===== src/sv/brf_pkg.sv =====
package brf_pkg;

    localparam int OP_W   = 3;
    localparam int BYTE_W = 8;
    localparam int LEN_W  = 7;
    localparam int CAP_W  = 9;
    localparam int ST_W   = 2;

    localparam int DEPTH_DEF     = 256;
    localparam int MAX_BURST_DEF = 64;

    // op codes on the input channel
    localparam logic [OP_W-1:0] OP_WRITE     = 3'd0;
    localparam logic [OP_W-1:0] OP_READ      = 3'd1;
    localparam logic [OP_W-1:0] OP_READ_MANY = 3'd2;
    localparam logic [OP_W-1:0] OP_PEEK      = 3'd3;
    localparam logic [OP_W-1:0] OP_READ_LINE = 3'd4;
    localparam logic [OP_W-1:0] OP_FLUSH     = 3'd5;

    // status codes on the output channel
    localparam logic [ST_W-1:0] ST_OK     = 2'd0;
    localparam logic [ST_W-1:0] ST_EMPTY  = 2'd1;
    localparam logic [ST_W-1:0] ST_FULL   = 2'd2;
    localparam logic [ST_W-1:0] ST_NOLINE = 2'd3;

    localparam logic [BYTE_W-1:0] NEWLINE = 8'h0A;

    typedef enum logic [1:0] {
        K_WRITE,
        K_BURST,
        K_LINE,
        K_FLUSH
    } t_kind;

    typedef struct packed {
        t_kind             kind;
        logic              pop;
        logic [BYTE_W-1:0] data;
        logic [LEN_W-1:0]  lim;
    } t_cmd;

    typedef struct packed {
        logic [BYTE_W-1:0] byte_out;
        logic              has_byte;
        logic [ST_W-1:0]   status;
        logic              last;
    } t_beat;

endpackage


===== src/sv/brf_front.sv =====
module brf_front #(
    parameter int MAX_BURST = brf_pkg::MAX_BURST_DEF
) (
    input  logic                      i_in_valid,
    output logic                      o_in_ready,
    input  logic [brf_pkg::OP_W-1:0]  i_op,
    input  logic [brf_pkg::BYTE_W-1:0] i_data_in,
    input  logic [brf_pkg::LEN_W-1:0] i_length,
    input  logic                      i_q_full,
    output logic                      o_q_push,
    output brf_pkg::t_cmd             o_q_cmd
);
    import brf_pkg::*;

    localparam logic [LEN_W-1:0] BURST_MAX = LEN_W'(MAX_BURST);

    logic             w_known;
    logic [LEN_W-1:0] w_len_m1;

    assign w_len_m1   = i_length - LEN_W'(1);
    assign o_in_ready = !i_q_full;
    assign o_q_push   = i_in_valid && !i_q_full && w_known;

    // decode op into kind and a precomputed byte limit
    always_comb begin
        w_known      = 1'b1;
        o_q_cmd.kind = K_WRITE;
        o_q_cmd.pop  = 1'b1;
        o_q_cmd.data = i_data_in;
        o_q_cmd.lim  = '0;
        case (i_op)
            OP_WRITE: begin
                o_q_cmd.kind = K_WRITE;
            end
            OP_READ: begin
                o_q_cmd.kind = K_BURST;
                o_q_cmd.lim  = LEN_W'(1);
            end
            OP_READ_MANY, OP_PEEK: begin
                o_q_cmd.kind = K_BURST;
                o_q_cmd.pop  = (i_op == OP_READ_MANY);
                o_q_cmd.lim  = (i_length < BURST_MAX) ? i_length : BURST_MAX;
            end
            OP_READ_LINE: begin
                o_q_cmd.kind = K_LINE;
                if (i_length > LEN_W'(1)) begin
                    o_q_cmd.lim = (w_len_m1 < BURST_MAX) ? w_len_m1 : BURST_MAX;
                end
            end
            OP_FLUSH: begin
                o_q_cmd.kind = K_FLUSH;
            end
            default: begin
                w_known = 1'b0;   // unused codes: swallowed, no beats
            end
        endcase
    end

endmodule


===== src/sv/brf_queue.sv =====
module brf_queue (
    input  logic          i_clk,
    input  logic          i_rst_n,
    input  logic          i_push,
    input  brf_pkg::t_cmd i_cmd,
    output logic          o_full,
    output logic          o_nonempty,
    input  logic          i_pop,
    output brf_pkg::t_cmd o_cmd
);
    import brf_pkg::*;

    t_cmd       r_q [2];
    logic       r_wr;
    logic       r_rd;
    logic [1:0] r_count;

    assign o_full     = (r_count == 2'd2);
    assign o_nonempty = (r_count != 2'd0);
    assign o_cmd      = r_q[r_rd];

    always_ff @(posedge i_clk) begin
        if (i_push) begin
            r_q[r_wr] <= i_cmd;
        end
    end

    always_ff @(posedge i_clk) begin
        if (!i_rst_n) begin
            r_wr    <= 1'b0;
            r_rd    <= 1'b0;
            r_count <= 2'd0;
        end else begin
            if (i_push) begin
                r_wr <= !r_wr;
            end
            if (i_pop) begin
                r_rd <= !r_rd;
            end
            case ({i_push, i_pop})
                2'b10:   r_count <= r_count + 2'd1;
                2'b01:   r_count <= r_count - 2'd1;
                default: r_count <= r_count;
            endcase
        end
    end

endmodule


===== src/sv/brf_back.sv =====
module brf_back #(
    parameter int DEPTH = brf_pkg::DEPTH_DEF
) (
    input  logic                       i_clk,
    input  logic                       i_rst_n,
    input  logic                       i_cfg_valid,
    input  logic [brf_pkg::CAP_W-1:0]  i_cfg_capacity,
    input  logic                       i_cmd_valid,
    input  brf_pkg::t_cmd              i_cmd,
    output logic                       o_cmd_pop,
    output logic                       o_out_valid,
    input  logic                       i_out_ready,
    output brf_pkg::t_beat             o_out
);
    import brf_pkg::*;

    localparam int USED  = (DEPTH < 256) ? DEPTH : 256;
    localparam int PTR_W = $clog2(USED);
    localparam logic [CAP_W-1:0] CAP_LIM = CAP_W'(USED);

    typedef enum logic [2:0] {
        S_IDLE,
        S_SCAN_RD,
        S_SCAN_CMP,
        S_BURST_RD,
        S_BURST_OUT,
        S_STAT
    } t_state;

    logic [BYTE_W-1:0] r_mem [USED];
    logic [BYTE_W-1:0] r_rd_data;

    t_state            r_state;
    logic [CAP_W-1:0]  r_cap;
    logic [PTR_W-1:0]  r_wp;
    logic [PTR_W-1:0]  r_rp;
    logic [CAP_W-1:0]  r_fill;
    logic [PTR_W-1:0]  r_ptr;
    logic [CAP_W-1:0]  r_idx;
    logic [LEN_W-1:0]  r_lim;
    logic [LEN_W-1:0]  r_cnt;
    logic              r_pop;
    logic [ST_W-1:0]   r_pend;
    logic              r_out_valid;
    t_beat             r_out;

    logic              w_out_free;
    logic              w_take;
    logic              w_full;
    logic              w_mem_we;
    logic [PTR_W-1:0]  w_wp_adv;
    logic [PTR_W-1:0]  w_ptr_adv;
    logic [CAP_W-1:0]  w_burst_n;
    logic [CAP_W-1:0]  w_idx_p1;
    logic [CAP_W-1:0]  w_line_n;

    function automatic logic [PTR_W-1:0] adv(input logic [PTR_W-1:0] p,
                                              input logic [CAP_W-1:0] cap);
        logic [CAP_W-1:0] q;
        q = CAP_W'(p) + CAP_W'(1);
        return (q >= cap) ? '0 : q[PTR_W-1:0];
    endfunction

    function automatic logic [CAP_W-1:0] clamp(input logic [CAP_W-1:0] v);
        if (v == '0) begin
            return CAP_W'(1);
        end
        return (v > CAP_LIM) ? CAP_LIM : v;
    endfunction

    function automatic t_beat stat_beat(input logic [ST_W-1:0] st);
        return '{byte_out: '0, has_byte: 1'b0, status: st, last: 1'b1};
    endfunction

    assign w_out_free = !r_out_valid || i_out_ready;
    assign w_take     = (r_state == S_IDLE) && i_cmd_valid && w_out_free;
    assign w_full     = (r_fill >= r_cap);
    assign w_mem_we   = w_take && (i_cmd.kind == K_WRITE) && !w_full;
    assign w_wp_adv   = adv(r_wp, r_cap);
    assign w_ptr_adv  = adv(r_ptr, r_cap);
    assign w_burst_n  = (CAP_W'(i_cmd.lim) < r_fill) ? CAP_W'(i_cmd.lim) : r_fill;
    assign w_idx_p1   = r_idx + CAP_W'(1);
    assign w_line_n   = (w_idx_p1 < CAP_W'(r_lim)) ? w_idx_p1 : CAP_W'(r_lim);

    assign o_cmd_pop   = w_take;
    assign o_out_valid = r_out_valid;
    assign o_out       = r_out;

    // byte store, one write and one registered read port
    always_ff @(posedge i_clk) begin
        if (w_mem_we) begin
            r_mem[r_wp] <= i_cmd.data;
        end
        r_rd_data <= r_mem[r_ptr];
    end

    always_ff @(posedge i_clk) begin
        if (!i_rst_n) begin
            r_state     <= S_IDLE;
            r_cap       <= CAP_LIM;
            r_wp        <= '0;
            r_rp        <= '0;
            r_fill      <= '0;
            r_out_valid <= 1'b0;
        end else begin
            if (i_out_ready) begin
                r_out_valid <= 1'b0;
            end
            case (r_state)
                S_IDLE: begin
                    if (w_take) begin
                        r_out_valid <= 1'b1;
                        r_ptr       <= r_rp;
                        case (i_cmd.kind)
                            K_WRITE: begin
                                if (w_full) begin
                                    r_out <= stat_beat(ST_FULL);
                                end else begin
                                    r_out  <= stat_beat(ST_OK);
                                    r_wp   <= w_wp_adv;
                                    r_fill <= r_fill + CAP_W'(1);
                                end
                            end
                            K_BURST: begin
                                if (w_burst_n == '0) begin
                                    r_out <= stat_beat(ST_EMPTY);
                                end else begin
                                    r_out_valid <= !i_out_ready && r_out_valid;
                                    r_cnt       <= w_burst_n[LEN_W-1:0];
                                    r_pop       <= i_cmd.pop;
                                    r_state     <= S_BURST_RD;
                                end
                            end
                            K_LINE: begin
                                r_out_valid <= !i_out_ready && r_out_valid;
                                r_idx       <= '0;
                                r_lim       <= i_cmd.lim;
                                r_state     <= S_SCAN_RD;
                            end
                            K_FLUSH: begin
                                r_out  <= stat_beat(ST_OK);
                                r_wp   <= '0;
                                r_rp   <= '0;
                                r_fill <= '0;
                            end
                            default: begin
                                r_out <= stat_beat(ST_OK);
                            end
                        endcase
                    end
                end
                S_SCAN_RD: begin
                    if (r_idx == r_fill) begin
                        r_pend  <= ST_NOLINE;
                        r_state <= S_STAT;
                    end else begin
                        r_state <= S_SCAN_CMP;
                    end
                end
                S_SCAN_CMP: begin
                    if (r_rd_data == NEWLINE) begin
                        r_ptr <= r_rp;
                        if (w_line_n == '0) begin
                            r_pend  <= ST_EMPTY;
                            r_state <= S_STAT;
                        end else begin
                            r_cnt   <= w_line_n[LEN_W-1:0];
                            r_pop   <= 1'b1;
                            r_state <= S_BURST_RD;
                        end
                    end else begin
                        r_ptr   <= w_ptr_adv;
                        r_idx   <= w_idx_p1;
                        r_state <= S_SCAN_RD;
                    end
                end
                S_BURST_RD: begin
                    r_state <= S_BURST_OUT;
                end
                S_BURST_OUT: begin
                    if (w_out_free) begin
                        r_out_valid <= 1'b1;
                        r_out       <= '{byte_out: r_rd_data, has_byte: 1'b1,
                                         status: ST_OK, last: (r_cnt == LEN_W'(1))};
                        r_ptr       <= w_ptr_adv;
                        r_cnt       <= r_cnt - LEN_W'(1);
                        if (r_pop) begin
                            r_rp   <= w_ptr_adv;
                            r_fill <= r_fill - CAP_W'(1);
                        end
                        r_state <= (r_cnt == LEN_W'(1)) ? S_IDLE : S_BURST_RD;
                    end
                end
                S_STAT: begin
                    if (w_out_free) begin
                        r_out_valid <= 1'b1;
                        r_out       <= stat_beat(r_pend);
                        r_state     <= S_IDLE;
                    end
                end
                default: begin
                    r_state <= S_IDLE;
                end
            endcase
            // capacity write resets ring; user sends it when idle; unchecked
            if (i_cfg_valid) begin
                r_cap  <= clamp(i_cfg_capacity);
                r_wp   <= '0;
                r_rp   <= '0;
                r_fill <= '0;
            end
        end
    end

endmodule


===== src/sv/byte_ring_fifo_with_line_extract.sv =====
// Byte ring FIFO with burst read, peek and newline-delimited line extract.
//
// Channels
//   in  : i_in_valid / o_in_ready, one op per beat (i_op, i_data_in, i_length).
//   out : o_out_valid / i_out_ready, data beats (o_has_byte = 1) or a single
//         status beat; o_last marks the final beat of every answered op.
//   cfg : i_cfg_valid / o_cfg_ready, i_cfg_capacity. Always ready; a write sets
//         the ring size (0 acts as 1, clamps to the store depth) and empties it.
//
// Timing
//   Ops land in a two-entry command queue; the back end pulls one when its
//   output register is free. Write, flush and empty-burst status cases finish
//   in the idle state alone, so pushes sustain one beat per cycle while the
//   receiver does not stall. Each byte of a read, read-many, peek or line
//   burst passes S_BURST_RD then S_BURST_OUT (registered read of the byte
//   store); a line scan adds S_SCAN_RD and S_SCAN_CMP per byte up to the newline.
//
// Reset clears pointers, fill count and capacity (to full depth); stored
// bytes are not cleared. When the receiver stalls, the output register
// holds its beat, the back end waits, the queue fills and o_in_ready drops.
module byte_ring_fifo_with_line_extract #(
    parameter int DEPTH     = brf_pkg::DEPTH_DEF,
    parameter int MAX_BURST = brf_pkg::MAX_BURST_DEF
) (
    input  logic                        i_clk,
    input  logic                        i_rst_n,
    input  logic                        i_cfg_valid,
    output logic                        o_cfg_ready,
    input  logic [brf_pkg::CAP_W-1:0]   i_cfg_capacity,
    input  logic                        i_in_valid,
    output logic                        o_in_ready,
    input  logic [brf_pkg::OP_W-1:0]    i_op,
    input  logic [brf_pkg::BYTE_W-1:0]  i_data_in,
    input  logic [brf_pkg::LEN_W-1:0]   i_length,
    output logic                        o_out_valid,
    input  logic                        i_out_ready,
    output logic [brf_pkg::BYTE_W-1:0]  o_byte_out,
    output logic                        o_has_byte,
    output logic [brf_pkg::ST_W-1:0]    o_status,
    output logic                        o_last
);
    import brf_pkg::*;

    logic  w_q_push;
    logic  w_q_full;
    logic  w_q_nonempty;
    logic  w_q_pop;
    t_cmd  w_front_cmd;
    t_cmd  w_back_cmd;
    t_beat w_beat;

    assign o_cfg_ready = 1'b1;

    // decode and limit computation
    brf_front #(
        .MAX_BURST (MAX_BURST)
    ) u_front (
        .i_in_valid (i_in_valid),
        .o_in_ready (o_in_ready),
        .i_op       (i_op),
        .i_data_in  (i_data_in),
        .i_length   (i_length),
        .i_q_full   (w_q_full),
        .o_q_push   (w_q_push),
        .o_q_cmd    (w_front_cmd)
    );

    // decouples intake from execution
    brf_queue u_queue (
        .i_clk      (i_clk),
        .i_rst_n    (i_rst_n),
        .i_push     (w_q_push),
        .i_cmd      (w_front_cmd),
        .o_full     (w_q_full),
        .o_nonempty (w_q_nonempty),
        .i_pop      (w_q_pop),
        .o_cmd      (w_back_cmd)
    );

    // ring store, pointers, scan and burst sequencer, output register
    brf_back #(
        .DEPTH (DEPTH)
    ) u_back (
        .i_clk          (i_clk),
        .i_rst_n        (i_rst_n),
        .i_cfg_valid    (i_cfg_valid),
        .i_cfg_capacity (i_cfg_capacity),
        .i_cmd_valid    (w_q_nonempty),
        .i_cmd          (w_back_cmd),
        .o_cmd_pop      (w_q_pop),
        .o_out_valid    (o_out_valid),
        .i_out_ready    (i_out_ready),
        .o_out          (w_beat)
    );

    assign o_byte_out = w_beat.byte_out;
    assign o_has_byte = w_beat.has_byte;
    assign o_status   = w_beat.status;
    assign o_last     = w_beat.last;

endmodule


===== config.mk =====
export PLATFORM = sky130hd
export DESIGN_NAME = byte_ring_fifo_with_line_extract
export DESIGN_NICKNAME = d
export VERILOG_FILES = /design/src/sv/brf_pkg.sv /design/src/sv/brf_front.sv /design/src/sv/brf_queue.sv /design/src/sv/brf_back.sv /design/src/sv/byte_ring_fifo_with_line_extract.sv
export SDC_FILE = /design/constraint.sdc
export NUM_CORES = 2
export LEC_CHECK = 0
export BUFFER_PORTS_ARGS = -buffer_cell sky130_fd_sc_hd__buf_2
export CELL_PAD_IN_SITES_DETAIL_PLACEMENT = 0
export CELL_PAD_IN_SITES_GLOBAL_PLACEMENT = 1
export CORE_MARGIN = 3
export CORE_UTILIZATION = 48
export CTS_CLUSTER_DIAMETER = 40
export DETAILED_ROUTE_END_ITERATION = 6
export GPL_TIMING_DRIVEN = 0
export HOLD_SLACK_MARGIN = 0.05
export PLACE_DENSITY_LB_ADDON = 0.1
export REMOVE_ABC_BUFFERS = 1
export SYNTH_ARGS = -nofsm -noshare
export SYNTH_HDL_FRONTEND = slang
export SYNTH_SLANG_ARGS = --single-unit

===== constraint.sdc =====
create_clock -name i_clk -period 4.43 [get_ports i_clk]
set_input_delay 0 -clock i_clk [delete_from_list [all_inputs] [get_ports i_clk]]
set_output_delay 0 -clock i_clk [all_outputs]
set_load 0.1 [all_outputs]

-- Word-level counts from Yosys, hierarchy flattened
Memories as Yosys holds them, arrays and structs flattened. A register that Yosys moved wholly into a read port is not among the register bits.
Index checks and enable logic that the tools add are counted.
Widths: inputs -> output; s select.
- register bits after elaboration: 88
- bits in writable memories: 2084
- input port bits: 32
- output and inout port bits: 15
- word-level logic and storage cells: 208
- memories kept: 2
- memories (memory ; depth ; width ; rd ports ; clocked after Yosys merged registers in ; wr ports ; line ; RTL):
    u_back.r_mem ; 256 ; 8 ; 1 ; 1 ; 1 ; brf_back.sv:30 ; logic [BYTE_W-1:0] r_mem [USED];
    u_queue.r_q ; 2 ; 18 ; 1 ; 1 ; 1 ; brf_queue.sv:13 ; t_cmd r_q [2];
- add/subtract/negate cells: 9
- $lt $le $gt $ge: 9
- equal/unequal tests: 39
- muxes and demuxes: 85
- bitwise logic cells: 1
- reduce and logical (&&, ||, !) cells: 44
- operators by type and width (operator ; number):
    $mux 9 ; 12
    $mux 8 ; 10
    $pmux 12 s3 ; 2
    $mux 7 ; 9
    $pmux 9 s2 ; 3
    $mux 12 ; 4
    $pmux 7 s3 ; 2
    $pmux 8 s2 ; 2
    $ge 9x9->1 ; 3
    $logic_not 9->1 ; 3
    $mux 3 ; 8
    $pmux 8 s3 ; 1
    $mux 1 ; 20
    $reduce_and 5->1 ; 4
    $add 8x1->9 const B ; 2
    $add 9x1->9 const B ; 2
    $pmux 3 s6 ; 1
    $ne 3x3->1 const B ; 5
    $lt 7x7->1 const B ; 2
    $ne 2x1->1 const B ; 7
    $ne 2x2->1 const B ; 7
    $reduce_and 7->1 ; 2
    $sub 7x1->7 const B ; 2
    $eq 3x2->1 const B ; 4
    34 further kinds ; 70

-- Longest topological paths before layout
- depth after elaboration: 7
- gate-level depth with buffers: 15
- gate-level depth less buffers: 11

-- Cells and area by module
From an unflattened synthesis, not the netlist that was laid out.
- cell total of the unflattened synthesis: 4844
- area total of the unflattened synthesis: 88099.5 um^2
- modules (own cells, without submodules) (module ; times used ; cells each ; area an instance (um^2) ; seq. area each (um^2)):
    brf_back ; 1 ; 4707 ; 86200.2 ; 63771.2
    brf_queue ; 1 ; 78 ; 1515.2 ; 1181.1
    brf_front ; 1 ; 57 ; 372.9 ; 0.0
    byte_ring_fifo_with_line_extract ; 1 ; 2 ; 11.3 ; 0.0

-- Least setup slack after synthesis
Ideal clock, no wire load.
- path type: register to register
- from: register (tool-made name)
- to: register u_back.r_out, in the netlist u_back.o_out[0] (enable)
- setup time: 396 ps
- arrival: 4073 ps
- data required time: 4034 ps
- path slack: -40 ps
- cell stages (with the launch flop): 11
- buffers on the path: 1
- period minus slack after synthesis: 4470 ps
- cells stage by stage: dfxtp_1 -> clkbuf_1 -> mux2_2 -> ha_1 -> o2111a_1 -> o31ai_1 -> a2111oi_0 -> mux2_2 -> a21oi_1 -> nor2_1 -> nor3_1
- RTL lines (item ; line ; RTL):
    to (signal assigned) ; brf_back.sv:117 ; r_out <= stat_beat(ST_FULL);
    to (signal assigned) ; brf_back.sv:119 ; r_out <= stat_beat(ST_OK);
    to (signal assigned) ; brf_back.sv:126 ; r_out <= stat_beat(ST_EMPTY);
    to (decl) ; brf_back.sv:45 ; t_beat r_out;

-- Worst setup path after layout
- from: register u_back.r_fill[0]
- to: memory u_back.r_mem[109][3] (enable)
- longest elaborated chain between the ends: 5
- ends and longest elaborated chain (item ; line ; RTL):
    from (decl) ; brf_back.sv:37 ; logic [CAP_W-1:0] r_fill;
    from (signal assigned) ; brf_back.sv:121 ; r_fill <= r_fill + CAP_W'(1);
    from (signal assigned) ; brf_back.sv:189 ; r_fill <= r_fill - CAP_W'(1);
    $ge 9x9->1 ; brf_back.sv:77 ; assign w_full = (r_fill >= r_cap);
    $logic_not 1->1 ; brf_back.sv:78 ; assign w_mem_we = w_take && (i_cmd.kind == K_WRITE) && !w_full;
    $logic_and 1x1->1 ; brf_back.sv:78 ;
    $mux 1 ; brf_back.sv:91 ; if (w_mem_we) begin
    $mux 1 (implied by the code) ; brf_back.sv:92 ; r_mem[r_wp] <= i_cmd.data;
    to (decl) ; brf_back.sv:30 ;
Every way passes these cells.

==> summary.txt <==
CLOCK TREE
----------------------------------------------------------------------------------
Clock tree root driver cell                                              clkbuf_16
TritonCTS clock tree                                                         built
Level count of the clock H-tree                                                  5
Clock transition at the registers of the reported paths                    0.05 ns
Max clock buf depth                                                              4
Clock Latency Late Sink                                                    0.93 ns
Number of clock sinks seen by CTS                                             2180
Clock buffer count from CTS                                                    334

SYNTH
----------------------------------------------------------------------------------
Top cells by area, synth                                              edfxtp_1 (73%), mux4_2 (9.8%), mux2i_1 (3.7%)
YS warnings                                                                      0
Yosys top cell area share                                                   72.96%
Flops & latches, synth                                                        2180
Library cells used by synthesis                                                 88
Total standard cell area after synthesis                               87630 sq um
Post-synthesis sequential area ratio                                        74.12%
Post-synth EDFFs                                                              2129
Top FF cell, synth                                                        edfxtp_1
Top-count cell post-synth                                                 edfxtp_1
Post-synthesis cell type with the largest combined area                   edfxtp_1
Syn Inst Count                                                                4750
Leading cell types by count after synthesis                           edfxtp_1 (2129), mux4_2 (380), nor2_1 (345), mux2i_1 (326), nand2_1 (173)
FFs w/ async S/R, synth                                                         0%
Average instance area after synthesis                                  18.45 sq um

SETUP PATH
----------------------------------------------------------------------------------
Critical Path Sink Type                                                   register
Required @ worst endpoint                                                  4.96 ns
End of the worst register-to-register path                            u_back.r_mem[109][3]
Startpoint type of the worst setup path                                   register
Worst R2R Start                                                       u_back.r_fill[0]
Worst Path Max Fanout                                                           16
Crit Path Class                                                         reg -> reg
Arrival time of the worst setup path                                       4.91 ns
Reg-to-reg setup timing slack                                              0.05 ns
Worst r2r path cells                                                            10

CELLS AND AREA
----------------------------------------------------------------------------------
Filler instances                                                            13.35k
Register area                                                          64960 sq um
Share of the core filled with cells                                         58.81%
Multi-input gate area                                                  22200 sq um
Fraction of final layout cells sized beyond drive strength 1                26.31%
Final #Nets                                                                   5221
Layout overhead on the synthesized area                                     21.56%

DRT
----------------------------------------------------------------------------------
Total wirelength of the detailed-routed design                            249.6 mm
Detailed Route Iter0 Violations                                               5428
Number of remaining DRC errors                                                   0
Via count of the routed design                                              48.14k
Remaining number of nets flagged by the antenna check after routing              0
Via density per instance                                                     6.199
Router iterations before antenna repair                                          7
Wirelength per Cell                                                       32.15 um

HOLD PATH
----------------------------------------------------------------------------------
Worst min-delay path endpoint                                         u_queue.r_q[0][17]
Cell depth of the worst min-delay path                                           3
Path category of the worst min-delay check                               in -> reg
Worst hold start                                                           i_op[2]

PLACE
----------------------------------------------------------------------------------
Number of port buffers                                                          45
Placer's final routability congestion estimate                              0.8305
Post-place setup slack                                                   -1.266 ns
HPWL after DPL                                                            158.1 mm

DIE
----------------------------------------------------------------------------------
Core ar.                                                              181100 sq um
Die Outline Area                                                      187700 sq um
Initial core utilization                                                    48.38%
# rows                                                                         156
Number of placed I/O pins                                                       47
Vertical die dimension                                                    433.3 um
Die boundary width                                                        433.3 um

GLOBAL ROUTING
----------------------------------------------------------------------------------
GRT Util Overall                                                            26.80%
Initial antenna violation count                                                 14
Global-route wire length before repair                                    357.3 mm
Maximum number of pins on one net before global-route repair                   141
Via count of the first global-routing pass                                  47.92k
Global route total overflow                                                      0

STA
----------------------------------------------------------------------------------
Rel. slew slack                                                            -7.868%
Final setup violation count                                                      0
Worst hold-check slack                                                   0.1262 ns
Skew final                                                              0.05127 ns
Final count of hold timing violations                                            0
Tmin final                                                                4.381 ns
Slew Limit Fails                                                                17
Post-route fraction of the period consumed by the critical path             98.90%
Slew at the pin closest to its max-slew limit                             1.616 ns
Unrepaired setup endpoints after global routing                               true
Top achievable clock speed                                               228.2 MHz
Worst setup margin                                                      0.04877 ns

JOB
----------------------------------------------------------------------------------
Maximum Capacitance Violations                                                   1

PWR
----------------------------------------------------------------------------------
PwrDens                                                               625.5 nW/um^2
Worst supply voltage drop on vdd                                          452.6 uV
Internal power summed over all cells                                      46.68 mW
Clock network fraction of design power                                       38.5%
Proportion of power drawn by flip-flops and latches                          36.7%
Total net switching power                                                 19.95 mW
Switching share of power                                                    29.94%
Lkg Pwr                                                                   34.90 nW
Combinational share of power                                                 24.8%

RUN STATUS
----------------------------------------------------------------------------------
Violations in the final reports                                       max-capacitance violations, max-slew violations
Outcome                                                               complete, but fails checks

[worst max-delay path by stage]
stage / from / to / slack, ns / cells past startpoint
global route: u_back.r_fill[0] / u_back.r_mem[83][4] / -0.25 / 10
CTS: u_back.r_fill[0] / u_back.r_mem[216][6] / -0.01 / 10
finish: u_back.r_fill[0] / u_back.r_mem[109][3] / 0.05 / 10
global placement: u_back.r_ptr[0] / u_back.r_rd_data[6] / -38.60 / 4
detailed placement: register / u_back.r_mem[205][4] / -1.27 / 6
floorplan: u_back.r_ptr[0] / u_back.r_ptr[0] / -22.92 / 8
[state kept, by name, summed over array words and instances, names as in the netlist, 2 cells and up, named ones only]
register          flops
u_queue.r_q          36
u_queue.r_count       2
u_back.r_rd_data      8
u_back.r_mem       2048
u_back.r_idx          9
u_back.r_ptr          8
u_back.r_rp           8
u_back.r_cnt          7
u_back.r_state        3
u_back.r_lim          7
u_back.r_cap          9
u_back.r_fill         9
u_back.r_wp           8
u_back.o_out         12
[power groups by stage]
stage	Sequential, mW	Combinational (mW)	Clock (mW)
floorplan	25.8	7.32	0
global placement	26.2	10.3	0
detailed placement	24.9	16.0	0
CTS	24.5	16.5	26.0
global route	24.5	17.3	26.9
finish	24.5	16.5	25.7
[stage by stage]
step	instances	TNS, ns	total power, mW	cell area [sq um]
after floorplan	4476	-543.56	33.13	86400
after global placement	6891	-5745.88	36.52	89590
after detailed placement	7046	-1081.26	40.91	93630
after CTS	7754	-0.01765	66.97	106200
after global routing	7761	-67.79	68.72	106500
final	7765	0	66.63	106500
[cells by family after synthesis]
| group | share of synthesized area, % |
|---|---|
| xor+xnor | 0.3698 |
| fa+ha+maj | 0.7996 |
| compound gates | 4.522 |
| other cells | 0.004279 |
| mux | 13.95 |
| simple gates | 4.611 |
| buf+inv | 1.618 |
| flops | 74.12 |
[final cells by class]
cell class,instances,area share (%)
Clock buffer,362,8.044
Timing Repair Buffer,317,4.888
Inverter,49,0.1879
Clock inverter,230,2.263
Antenna cell,6,0.01410
Multi-Input combinational cell,2251,20.84
Tap cell,2370,2.784
Sequential cell,2180,60.98
[cells in the final DEF (no fill, tap or decap), types with 30 or more instances in the layout]
master	Yosys	layout
and2_1	45	45
clkinvlp_4	0	36
buf_16	0	111
buf_2	64	46
o221ai_1	100	92
clkinv_4	1	38
nor2_1	345	223
clkinv_2	0	46
o22ai_1	73	73
clkbuf_16	0	340
ha_1	56	56
edfxtp_1	2129	2129
bufinv_16	0	30
a21oi_1	94	89
nor2_2	11	118
mux4_2	380	380
inv_1	46	45
o21ai_0	82	79
dfxtp_1	51	50
nor3_1	93	90
dlygate4sd3_1	0	91
inv_6	0	44
mux2i_1	326	326
nand3_1	46	41
nand2_1	173	154
[metal layers]
| metal | part of all wire [%] | routed length [um] | up-vias | GRT usage [%] |
|---|---|---|---|---|
| met3 | 7.0 | 17570 | 414 | 4.290 |
| li1 | - | - | 20310 | - |
| met2 | 48 | 119000 | 1966 | 42.17 |
| met4 | 3.0 | 7408 | 0 | 7.830 |
| met1 | 42 | 105700 | 25450 | 39.02 |
| met5 | 0 | 0 | - | 0 |
[worst max-delay path, stage by stage, from the launching register on]
cell,delay [ns]
dfxtp_1,0.50
inv_1,0.26
ha_1,0.34
nand2b_1,0.14
a21o_1,0.17
a21oi_1,0.23
o21ai_1,0.26
a2111oi_4,0.47
buf_12,0.21
nand3_1,0.47
nor2_1,0.93
[what timing repair did]
action                                  4_1_cts  5_1_grt
gates resized for setup                     108       92
buffers inserted                             21        4
pin swaps                                     4        5
endpoints found under the setup margin     1271      964
hold buffers                                 91        0
endpoints found under the hold margin       153        0
cloned                                        7        2
No activity file was read; power rests on OpenSTA's default activity.
